==> config.mk <==
export PLATFORM = sky130hd
export DESIGN_NAME = counting_sort_stable
export DESIGN_NICKNAME = d
export VERILOG_FILES = /design/src/rtl/core/cs_pkg.sv /design/src/rtl/core/cs_count_unit.sv /design/src/rtl/core/counting_sort_stable.sv
export SDC_FILE = /design/constraint.sdc
export NUM_CORES = 2
export LEC_CHECK = 0
export BUFFER_PORTS_ARGS = -buffer_cell sky130_fd_sc_hd__buf_2
export CORE_MARGIN = 8
export CORE_UTILIZATION = 70
export CTS_BUF_LIST = sky130_fd_sc_hd__clkbuf_8
export DETAILED_ROUTE_END_ITERATION = 6
export PLACE_DENSITY = 0.86
export SLEW_MARGIN = 10
export SYNTH_ARGS = -nofsm -noshare
export SYNTH_HDL_FRONTEND = slang
export SYNTH_SLANG_ARGS = --single-unit
==> constraint.sdc <==
create_clock -name clock -period 42.7 [get_ports clock]
set_clock_uncertainty 0.05 [all_clocks]
set_input_delay 4.27 -clock clock [delete_from_list [all_inputs] [get_ports clock]]
set_output_delay 4.27 -clock clock [all_outputs]
set_load 0.01 [all_outputs]
==> src/rtl/core/cs_pkg.sv <==
package cs_pkg;

   localparam int KEY_PORT_W = 8;
   localparam int IDX_PORT_W = 6;
   localparam int REQ_DATA_W = 8;
   localparam int RSP_DATA_W = 16;

   typedef enum logic [2:0] {
      OP_NONE = 3'd0,
      OP_INC  = 3'd1,
      OP_ACC  = 3'd2,
      OP_DEC  = 3'd3,
      OP_CLR  = 3'd4
   } cnt_op_type;

   typedef struct packed {
      cnt_op_type op;
      logic       run_clr;
   } cnt_ctrl_type;

endpackage

==> src/rtl/core/cs_count_unit.sv <==
module cs_count_unit
   import cs_pkg::*;
#(
   parameter int KEY_BITS = 8,
   parameter int CNT_BITS = 7
) (
   input  logic                clock,
   input  cnt_ctrl_type        ctrl,
   input  logic [KEY_BITS-1:0] raddr,
   input  logic [KEY_BITS-1:0] waddr,
   output logic [CNT_BITS-1:0] rdata
);

   localparam int DEPTH = 2 ** KEY_BITS;

   logic [CNT_BITS-1:0] mem [DEPTH];
   logic [CNT_BITS-1:0] rdata_ff;
   logic [CNT_BITS-1:0] run_ff;
   logic [CNT_BITS-1:0] run_in;
   logic [CNT_BITS-1:0] wdata;
   logic                wen;

   // count update: increment, running sum, decrement or clear; no write otherwise
   always_comb begin
      run_in = run_ff;
      wdata  = '0;
      wen    = 1'b1;
      case (ctrl.op)
         OP_INC: begin
            wdata = rdata_ff + 1'b1;
         end
         OP_ACC: begin
            run_in = run_ff + rdata_ff;
            wdata  = run_in;
         end
         OP_DEC: begin
            wdata = rdata_ff - 1'b1;
         end
         OP_CLR: begin
            wdata = '0;
         end
         default: begin
            wen = 1'b0;
         end
      endcase
      if (ctrl.run_clr) begin
         run_in = '0;
      end
   end

   always_ff @(posedge clock) begin
      if (wen) begin
         mem[waddr] <= wdata;
      end
      rdata_ff <= mem[raddr];
      run_ff   <= run_in;
   end

   assign rdata = rdata_ff;

endmodule

==> src/rtl/core/counting_sort_stable.sv <==
// loading: a stored key passes S_IDLE and S_INC, a dropped key stays in S_IDLE; after the
// last transaction the prefix scan runs over keys min..max, then placement takes each key
// through S_P_KEY, S_P_CNT and S_P_WR via the count store's single read port, then S_E_RD
// and, per result, S_E_LD and S_E_WAIT until rsp ready; one set at a time; after the final
// result a pass over min..max zeroes counts; reset: synchronous, a clearing pass over every key
// zeroes the count store while req_tready stays low
module counting_sort_stable
   import cs_pkg::*;
#(
   parameter int MAX_ITEMS = 64,
   parameter int KEY_BITS  = 8
) (
   input  logic                  clock,
   input  logic                  reset,
   input  logic                  req_tvalid,
   output logic                  req_tready,
   input  logic [REQ_DATA_W-1:0] req_tdata,   // key[7:0]
   input  logic                  req_tlast,
   output logic                  rsp_tvalid,
   input  logic                  rsp_tready,
   output logic [RSP_DATA_W-1:0] rsp_tdata,   // sorted_key[7:0], source_index[13:8], zero pad
   output logic                  rsp_tuser,   // overflow
   output logic                  rsp_tlast
);

   localparam int IDXW = (MAX_ITEMS > 1) ? $clog2(MAX_ITEMS) : 1;
   localparam int CNTW = $clog2(MAX_ITEMS + 1);

   typedef enum logic [10:0] {
      S_CLEAR    = 11'b00000000001,
      S_IDLE     = 11'b00000000010,
      S_INC      = 11'b00000000100,
      S_SCAN     = 11'b00000001000,
      S_SCAN_END = 11'b00000010000,
      S_P_KEY    = 11'b00000100000,
      S_P_CNT    = 11'b00001000000,
      S_P_WR     = 11'b00010000000,
      S_E_RD     = 11'b00100000000,
      S_E_LD     = 11'b01000000000,
      S_E_WAIT   = 11'b10000000000
   } state_type;

   state_type state_ff, state_in;

   logic [CNTW-1:0]     cnt_ff, cnt_in;
   logic [KEY_BITS-1:0] min_ff, min_in;
   logic [KEY_BITS-1:0] max_ff, max_in;
   logic                ovf_ff, ovf_in;
   logic                last_ff, last_in;
   logic [KEY_BITS-1:0] key_ff, key_in;
   logic [KEY_BITS-1:0] v_ff, v_in;
   logic [KEY_BITS-1:0] vd_ff, vd_in;
   logic [KEY_BITS-1:0] hi_ff, hi_in;
   logic                pend_ff, pend_in;
   logic [IDXW-1:0]     pos_ff, pos_in;
   logic [IDXW-1:0]     eidx_ff, eidx_in;
   logic                rsp_valid_ff, rsp_valid_in;
   logic [KEY_BITS-1:0] rsp_key_ff, rsp_key_in;
   logic [IDXW-1:0]     rsp_idx_ff, rsp_idx_in;
   logic                rsp_last_ff, rsp_last_in;
   logic                rsp_ovf_ff, rsp_ovf_in;

   logic [KEY_BITS-1:0]      kbuf_mem [MAX_ITEMS];
   logic [KEY_BITS-1:0]      kb_rdata_ff;
   logic [KEY_BITS+IDXW-1:0] rbuf_mem [MAX_ITEMS];
   logic [KEY_BITS+IDXW-1:0] rb_rdata_ff;

   logic [KEY_BITS-1:0] req_key;
   logic                req_fire;
   logic                rsp_fire;
   logic                room;
   logic                kb_wen;
   logic                rb_wen;
   logic [IDXW-1:0]     rb_waddr;

   cnt_ctrl_type        cnt_ctrl;
   logic [KEY_BITS-1:0] cnt_raddr;
   logic [KEY_BITS-1:0] cnt_waddr;
   logic [CNTW-1:0]     cnt_rdata;

   cs_count_unit #(
      .KEY_BITS (KEY_BITS),
      .CNT_BITS (CNTW)
   ) u_count (
      .clock (clock),
      .ctrl  (cnt_ctrl),
      .raddr (cnt_raddr),
      .waddr (cnt_waddr),
      .rdata (cnt_rdata)
   );

   assign req_key  = KEY_BITS'(req_tdata[KEY_PORT_W-1:0]);
   assign req_fire = req_tvalid && req_tready;
   assign rsp_fire = rsp_valid_ff && rsp_tready;
   assign room     = (cnt_ff != CNTW'(MAX_ITEMS));
   assign kb_wen   = req_fire && room;
   assign rb_wen   = (state_ff == S_P_WR);
   assign rb_waddr = IDXW'(cnt_rdata - 1'b1);

   always_comb begin
      state_in     = state_ff;
      cnt_in       = cnt_ff;
      min_in       = min_ff;
      max_in       = max_ff;
      ovf_in       = ovf_ff;
      last_in      = last_ff;
      key_in       = key_ff;
      v_in         = v_ff;
      vd_in        = v_ff;
      hi_in        = hi_ff;
      pend_in      = 1'b0;
      pos_in       = pos_ff;
      eidx_in      = eidx_ff;
      rsp_valid_in = rsp_valid_ff;
      rsp_key_in   = rsp_key_ff;
      rsp_idx_in   = rsp_idx_ff;
      rsp_last_in  = rsp_last_ff;
      rsp_ovf_in   = rsp_ovf_ff;
      cnt_ctrl     = '{op: OP_NONE, run_clr: 1'b0};
      cnt_raddr    = v_ff;
      cnt_waddr    = v_ff;

      case (state_ff)
         S_CLEAR: begin
            cnt_ctrl.op = OP_CLR;
            if (v_ff == hi_ff) begin
               state_in = S_IDLE;
               cnt_in   = '0;
               min_in   = '1;
               max_in   = '0;
               ovf_in   = 1'b0;
            end else begin
               v_in = v_ff + 1'b1;
            end
         end
         S_IDLE: begin
            cnt_ctrl.run_clr = 1'b1;
            cnt_raddr        = req_key;
            if (req_fire) begin
               last_in = req_tlast;
               key_in  = req_key;
               if (room) begin
                  cnt_in   = cnt_ff + 1'b1;
                  state_in = S_INC;
                  if (req_key < min_ff) begin
                     min_in = req_key;
                  end
                  if (req_key > max_ff) begin
                     max_in = req_key;
                  end
               end else begin
                  ovf_in = 1'b1;
                  if (req_tlast) begin
                     state_in = S_SCAN;
                     v_in     = min_ff;
                  end
               end
            end
         end
         S_INC: begin
            cnt_ctrl    = '{op: OP_INC, run_clr: 1'b1};
            cnt_waddr   = key_ff;
            if (last_ff) begin
               state_in = S_SCAN;
               v_in     = min_ff;
            end else begin
               state_in = S_IDLE;
            end
         end
         S_SCAN: begin
            pend_in   = 1'b1;
            cnt_raddr = v_ff;
            cnt_waddr = vd_ff;
            if (pend_ff) begin
               cnt_ctrl.op = OP_ACC;
            end
            if (v_ff == max_ff) begin
               state_in = S_SCAN_END;
            end else begin
               v_in = v_ff + 1'b1;
            end
         end
         S_SCAN_END: begin
            cnt_ctrl.op = OP_ACC;
            cnt_waddr   = vd_ff;
            state_in    = S_P_KEY;
            pos_in      = IDXW'(cnt_ff - 1'b1);
         end
         S_P_KEY: begin
            state_in = S_P_CNT;
         end
         S_P_CNT: begin
            cnt_raddr = kb_rdata_ff;
            state_in  = S_P_WR;
         end
         S_P_WR: begin
            cnt_ctrl.op = OP_DEC;
            cnt_waddr   = kb_rdata_ff;
            if (pos_ff == '0) begin
               state_in = S_E_RD;
               eidx_in  = '0;
            end else begin
               pos_in   = pos_ff - 1'b1;
               state_in = S_P_KEY;
            end
         end
         S_E_RD: begin
            state_in = S_E_LD;
         end
         S_E_LD: begin
            rsp_valid_in = 1'b1;
            rsp_key_in   = rb_rdata_ff[IDXW +: KEY_BITS];
            rsp_idx_in   = rb_rdata_ff[IDXW-1:0];
            rsp_ovf_in   = ovf_ff;
            rsp_last_in  = ((CNTW'(eidx_ff) + 1'b1) == cnt_ff);
            state_in     = S_E_WAIT;
         end
         S_E_WAIT: begin
            if (rsp_fire) begin
               rsp_valid_in = 1'b0;
               if (rsp_last_ff) begin
                  state_in = S_CLEAR;
                  v_in     = min_ff;
                  hi_in    = max_ff;
               end else begin
                  eidx_in  = eidx_ff + 1'b1;
                  state_in = S_E_LD;
               end
            end
         end
         default: begin
            state_in = S_IDLE;
         end
      endcase
   end

   always_ff @(posedge clock) begin
      if (reset) begin
         state_ff     <= S_CLEAR;
         cnt_ff       <= '0;
         min_ff       <= '1;
         max_ff       <= '0;
         ovf_ff       <= 1'b0;
         last_ff      <= 1'b0;
         v_ff         <= '0;
         hi_ff        <= '1;
         pend_ff      <= 1'b0;
         pos_ff       <= '0;
         eidx_ff      <= '0;
         rsp_valid_ff <= 1'b0;
      end else begin
         state_ff     <= state_in;
         cnt_ff       <= cnt_in;
         min_ff       <= min_in;
         max_ff       <= max_in;
         ovf_ff       <= ovf_in;
         last_ff      <= last_in;
         v_ff         <= v_in;
         hi_ff        <= hi_in;
         pend_ff      <= pend_in;
         pos_ff       <= pos_in;
         eidx_ff      <= eidx_in;
         rsp_valid_ff <= rsp_valid_in;
      end
   end

   always_ff @(posedge clock) begin
      key_ff      <= key_in;
      vd_ff       <= vd_in;
      rsp_key_ff  <= rsp_key_in;
      rsp_idx_ff  <= rsp_idx_in;
      rsp_last_ff <= rsp_last_in;
      rsp_ovf_ff  <= rsp_ovf_in;
   end

   // key buffer and result buffer
   always_ff @(posedge clock) begin
      if (kb_wen) begin
         kbuf_mem[cnt_ff[IDXW-1:0]] <= req_key;
      end
      kb_rdata_ff <= kbuf_mem[pos_ff];
      if (rb_wen) begin
         rbuf_mem[rb_waddr] <= {kb_rdata_ff, pos_ff};
      end
      rb_rdata_ff <= rbuf_mem[eidx_in];
   end

   assign req_tready = (state_ff == S_IDLE);
   assign rsp_tvalid = rsp_valid_ff;
   assign rsp_tdata  = RSP_DATA_W'({IDX_PORT_W'(rsp_idx_ff), KEY_PORT_W'(rsp_key_ff)});
   assign rsp_tuser  = rsp_ovf_ff;
   assign rsp_tlast  = rsp_last_ff;

endmodule

==> Flow_metrics.wiki <==
{| class="wikitable"
! Metric !! Value
|-
| Effective utilization at floorplan || 0.705
|-
| Max Transition Viols Final || 0
|-
| Residual overflow from global routing || 0
|-
| Proportion of synthesized flip-flops having asynchronous set or reset || 0
|-
| Die Height || around 430 um
|-
| Max-slew headroom at the worst pin || 0.0640
|-
| Most frequently used flop master after synthesis || sky130_fd_sc_hd__edfxtp_1
|-
| Cell depth of the worst min-delay path || 0
|-
| Number of synthesized register bits || a little over 3000
|-
| Maximum number of pins on one net before global-route repair || around 260
|-
| Antenna-violating nets left || 0
|-
| Class of the most critical setup path || input port to flop
|-
| Global-route wire length before repair || 491000 um
|-
| Inserted Clock Buffers || 463
|-
| Wirelength, routed || between 300000 and 400000 um
|-
| Floorplan row count || about 150
|-
| Maximum Capacitance Violations || 0
|-
| Power consumption || between 6 and 7 mW
|-
| Clock transition at the registers of the reported paths || ~60 ps
|-
| Share of the synthesized netlist area taken by xor and xnor gates || 0.00357
|-
| Number of enable flip-flop cells after synthesis || just under 3000
|-
| Net total in the final layout || between 8000 and 9000
|-
| Area of the die || 189000 sq um
|-
| Synth Area in Adders || 0.00292
|-
| Number of global-route vias before repair || between 70000 and 80000
|-
| Mux cell area share after synthesis || 0.0435
|-
| Largest family of logic cells by synthesized area || simple AND/OR/NAND/NOR gates
|-
| Fraction of the mapped netlist area in compound gates || 0.0585
|-
| Pwr Density || about 46 nW/um^2
|-
| Gp weighted congestion || ~0.92
|-
| Clock insertion delay at the later pin of the skew report || 1160 ps
|-
| RSZ-0062 raised after global routing || false
|-
| Transition time at the pin with the least slew margin || 1400 ps
|-
| Worst Path Required || roughly 44000 ps
|-
| Setup Total Neg Slack || 0 ps
|-
| Hold-fix buffer count after cts || 0
|-
| Mean Syn Cell Area || about 14 sq um
|-
| Worst endpoint data arrival time || slightly above 10000 ps
|-
| Syn. warnings || 0
|-
| Die extent in x || 435 um
|-
| Cell count of the worst reg-to-reg path || 12
|-
| Run status || complete, but fails checks
|-
| Core Area || roughly 170000 sq um
|-
| Utilization of the core after routing || 0.767
|-
| Final Critical Period || 9420 ps
|-
| Sequential element share of the synthesized area || 0.744
|-
| Violations in the final reports || design-rule violations
|-
| Root buffer cell || sky130_fd_sc_hd__clkbuf_8
|-
| Resized Gates After CTS || 0
|-
| Proportion of layout cells with a drive suffix above 1 || 0.114
|-
| Startpoint of the most critical register-to-register path || state_ff[0]$_SDFFE_PP1P_
|-
| CTS HTree Levels || 5
|-
| Iter 0 DRT Violations || 14900
|-
| Tcrit/Tclk final || 0.221
|-
| Maximum fanout encountered on the critical timing path || 83
|-
| Overall global routing resource usage || 0.346
|-
| Share of the synthesized area in the top cell type || 0.727
|-
| Hold path startpoint || rb_rdata_ff[3]$_DFF_P_
|-
| TritonCTS clock tree || built
|-
| Number of buffers added for setup after CTS || 0
|-
| DR DRC count || 43
|-
| Count of vias placed by the detailed router || 81400
|-
| Initial antenna violation count || 11
|-
| Leading cell types by total area after synthesis || sky130_fd_sc_hd__edfxtp_1 73%, sky130_fd_sc_hd__nand2_1 5.8%, sky130_fd_sc_hd__mux4_2 3.1%
|-
| Drt wl/cell || a little under 30 um
|-
| VDD IR-drop max || 48.0 uV
|-
| Total standard cell area after synthesis || approximately 120000 sq um
|-
| Hold Violations, Final || 0
|-
| Vias per std cell || 7.15
|-
| R2r setup slk || 35950 ps
|-
| Area leader, netlist || sky130_fd_sc_hd__edfxtp_1
|-
| Length of the first detailed-routing pass in iterations || 7
|-
| Count of endpoints failing setup in the final report || 0
|-
| Bufs on Longest Clock Path || 4
|-
| Maximum clock frequency || roughly 0.11 GHz
|-
| Total clock sinks || between 3000 and 4000
|-
| Quantity of I/O buffers inserted on ports || 30
|-
| Number of different library cells in the post-synthesis netlist || 82
|-
| Capture point of the worst reg-to-reg path || u_count.rdata[0]$_DFF_P_
|-
| Worst min-delay path endpoint || rsp_idx_ff[3]$_DFFE_PP_
|-
| Cells after synthesis || 8618
|-
| Layout overhead on the synthesized area || 8.81%
|-
| Startpoint kind of the worst setup timing path || input port
|-
| Placed wire-length estimate || around 190000 um
|-
| Worst Setup End Kind || flop
|-
| Min-Delay Path Class || flop to flop
|-
| Synthesized-area fraction occupied by and/or/nand/nor cells || 0.127
|-
| Lkg Pwr || roughly 44 nW
|-
| # IOs || 33
|}
-- cells in the final DEF, fill, tap and decap left out, drive strengths merged, types with 7 or more instances in the layout --
| master | Yosys | layout |
|---|---|---|
| clkbuf | 476 | 496 |
| nand2b | 7 | 7 |
| bufinv | 0 | 8 |
| a31oi | 225 | 225 |
| a21o | 14 | 14 |
| and3 | 224 | 224 |
| diode | 0 | 7 |
| nand3 | 570 | 570 |
| a32oi | 114 | 114 |
| edfxtp | 2968 | 2968 |
| o22ai | 17 | 17 |
| a211o | 38 | 38 |
| xor2 | 20 | 20 |
| a221oi | 39 | 39 |
| a21oi | 87 | 87 |
| or3 | 28 | 28 |
| a311oi | 57 | 57 |
| o221ai | 18 | 18 |
| inv | 37 | 186 |
| nor2b | 18 | 18 |
| mux4 | 168 | 168 |
| nor4 | 21 | 21 |
| a22oi | 10 | 10 |
| nor2 | 518 | 518 |
| xnor2 | 30 | 30 |
| a32o | 15 | 15 |
| o21a | 7 | 7 |
| nor3 | 57 | 57 |
| a211oi | 201 | 201 |
| buf | 111 | 212 |
| nand2 | 1887 | 1887 |
| mux2i | 152 | 152 |
| clkinv | 0 | 154 |
| o21ai | 58 | 58 |
| ha | 27 | 27 |
| nand4 | 191 | 191 |
| a22o | 29 | 29 |
| dfxtp | 108 | 108 |
-- worst max path at each step --
stage,start,endpoint,slack (ps),cells after the start
after floorplan,state_ff[4]$_SDFFE_PP0P_,u_count.mem[0][0]$_DFFE_PP_,29050,5
after global placement,req_tdata[1],u_count.rdata[5]$_DFF_P_,32770,14
after detailed placement,req_tdata[1],u_count.rdata[5]$_DFF_P_,32470,14
after CTS,req_tdata[1],u_count.rdata[5]$_DFF_P_,33660,14
after global routing,req_tdata[1],u_count.rdata[0]$_DFF_P_,33170,14
final,req_tdata[1],u_count.rdata[0]$_DFF_P_,33280,14
-- cells in the mapped netlist (114+ instances only) --
cell type	n
sky130_fd_sc_hd__nand4_1	190
sky130_fd_sc_hd__mux4_2	168
sky130_fd_sc_hd__a31oi_1	225
sky130_fd_sc_hd__a211oi_1	201
sky130_fd_sc_hd__nand2_1	1885
sky130_fd_sc_hd__and3_1	224
sky130_fd_sc_hd__edfxtp_1	2968
sky130_fd_sc_hd__a32oi_1	114
sky130_fd_sc_hd__mux2i_1	151
sky130_fd_sc_hd__clkbuf_1	474
sky130_fd_sc_hd__nand3_1	570
sky130_fd_sc_hd__nor2_1	518
-- report_power, final --
| part | total, mW | internal [mW] | switching (mW) |
|---|---|---|---|
| combinational | 0.605 | 0.150 | 0.455 |
| clock | 2.23 | 1.11 | 1.12 |
| sequential | 3.37 | 3.34 | 0.0254 |
-- layer usage --
| metal | vias up | wire length (um) | GRT usage |
|---|---|---|---|
| li1 | 32900 | - | - |
| met1 | 38900 | 107000 | 0.447 |
| met2 | 7970 | 152000 | 0.531 |
| met3 | 1669 | 49600 | 0.0968 |
| met4 | 0 | 24800 | 0.207 |
| met5 | - | 0 | 0 |
-- metrics by stage --
stage / worst slack [ps] / hold WS, ps / instance area, sq um / instances
2_1_floorplan: 29050 / 279 / 123000 / 8619
3_3_place_gp: 32770 / 344 / 125000 / 10600
3_5_place_dp: 32470 / 346 / 125000 / 10600
4_1_cts: 33660 / 364 / 133000 / 11400
5_1_grt: 33170 / 368 / 133000 / 11400
6_report: 33280 / 362 / 133000 / 11400
-- kinds of logic (layout without fill, tap and decap cells) --
kind of cell | Yosys count | after routing
mux | 322 | 322
compound gates | 964 | 964
simple gates | 3553 | 3553
buf+inv | 624 | 1062
other cells | 1 | 9
xor+xnor | 50 | 50
fa+ha+maj | 28 | 28
flops | 3076 | 3076
-- state kept, by name, indices dropped and copies added (netlist names), 6 cells and up --
register	count
u_count.mem	1536
rbuf_mem	896
kbuf_mem	512
rb_rdata_ff	14
state_ff	11
hi_ff	8
kb_rdata_ff	8
key_ff	8
max_ff	8
min_ff	8
rsp_key_ff	8
v_ff	8
vd_ff	8
cnt_ff	7
eidx_ff	6
pos_ff	6
rsp_idx_ff	6
u_count.rdata	6
u_count.run_ff	6
-- area by class of cell --
cell class	count	area [sq um]
multi-input cells	4919	29100
well taps	2325	2910
clock inverters	317	1500
repair buffers	212	1610
flip-flops and latches	3076	91300
clock buffers	496	6830
diodes	7	17.5
inverters	37	139
fillers	8869	40600
-- worst max-delay path, cell delays in order --
cell and delay (ps):
sky130_fd_sc_hd__buf_2 80, sky130_fd_sc_hd__buf_4 670, sky130_fd_sc_hd__inv_1 170, sky130_fd_sc_hd__nor4_1 620, sky130_fd_sc_hd__a211oi_1 120, sky130_fd_sc_hd__buf_4 210
sky130_fd_sc_hd__nor2_4 700, sky130_fd_sc_hd__buf_4 1000, sky130_fd_sc_hd__buf_4 950, sky130_fd_sc_hd__nand3_1 220, sky130_fd_sc_hd__nand4_1 190, sky130_fd_sc_hd__nand4_1 170
sky130_fd_sc_hd__nor3_1 690, sky130_fd_sc_hd__nor4_1 100
Note: power is estimated with default switching activity, not from simulation.
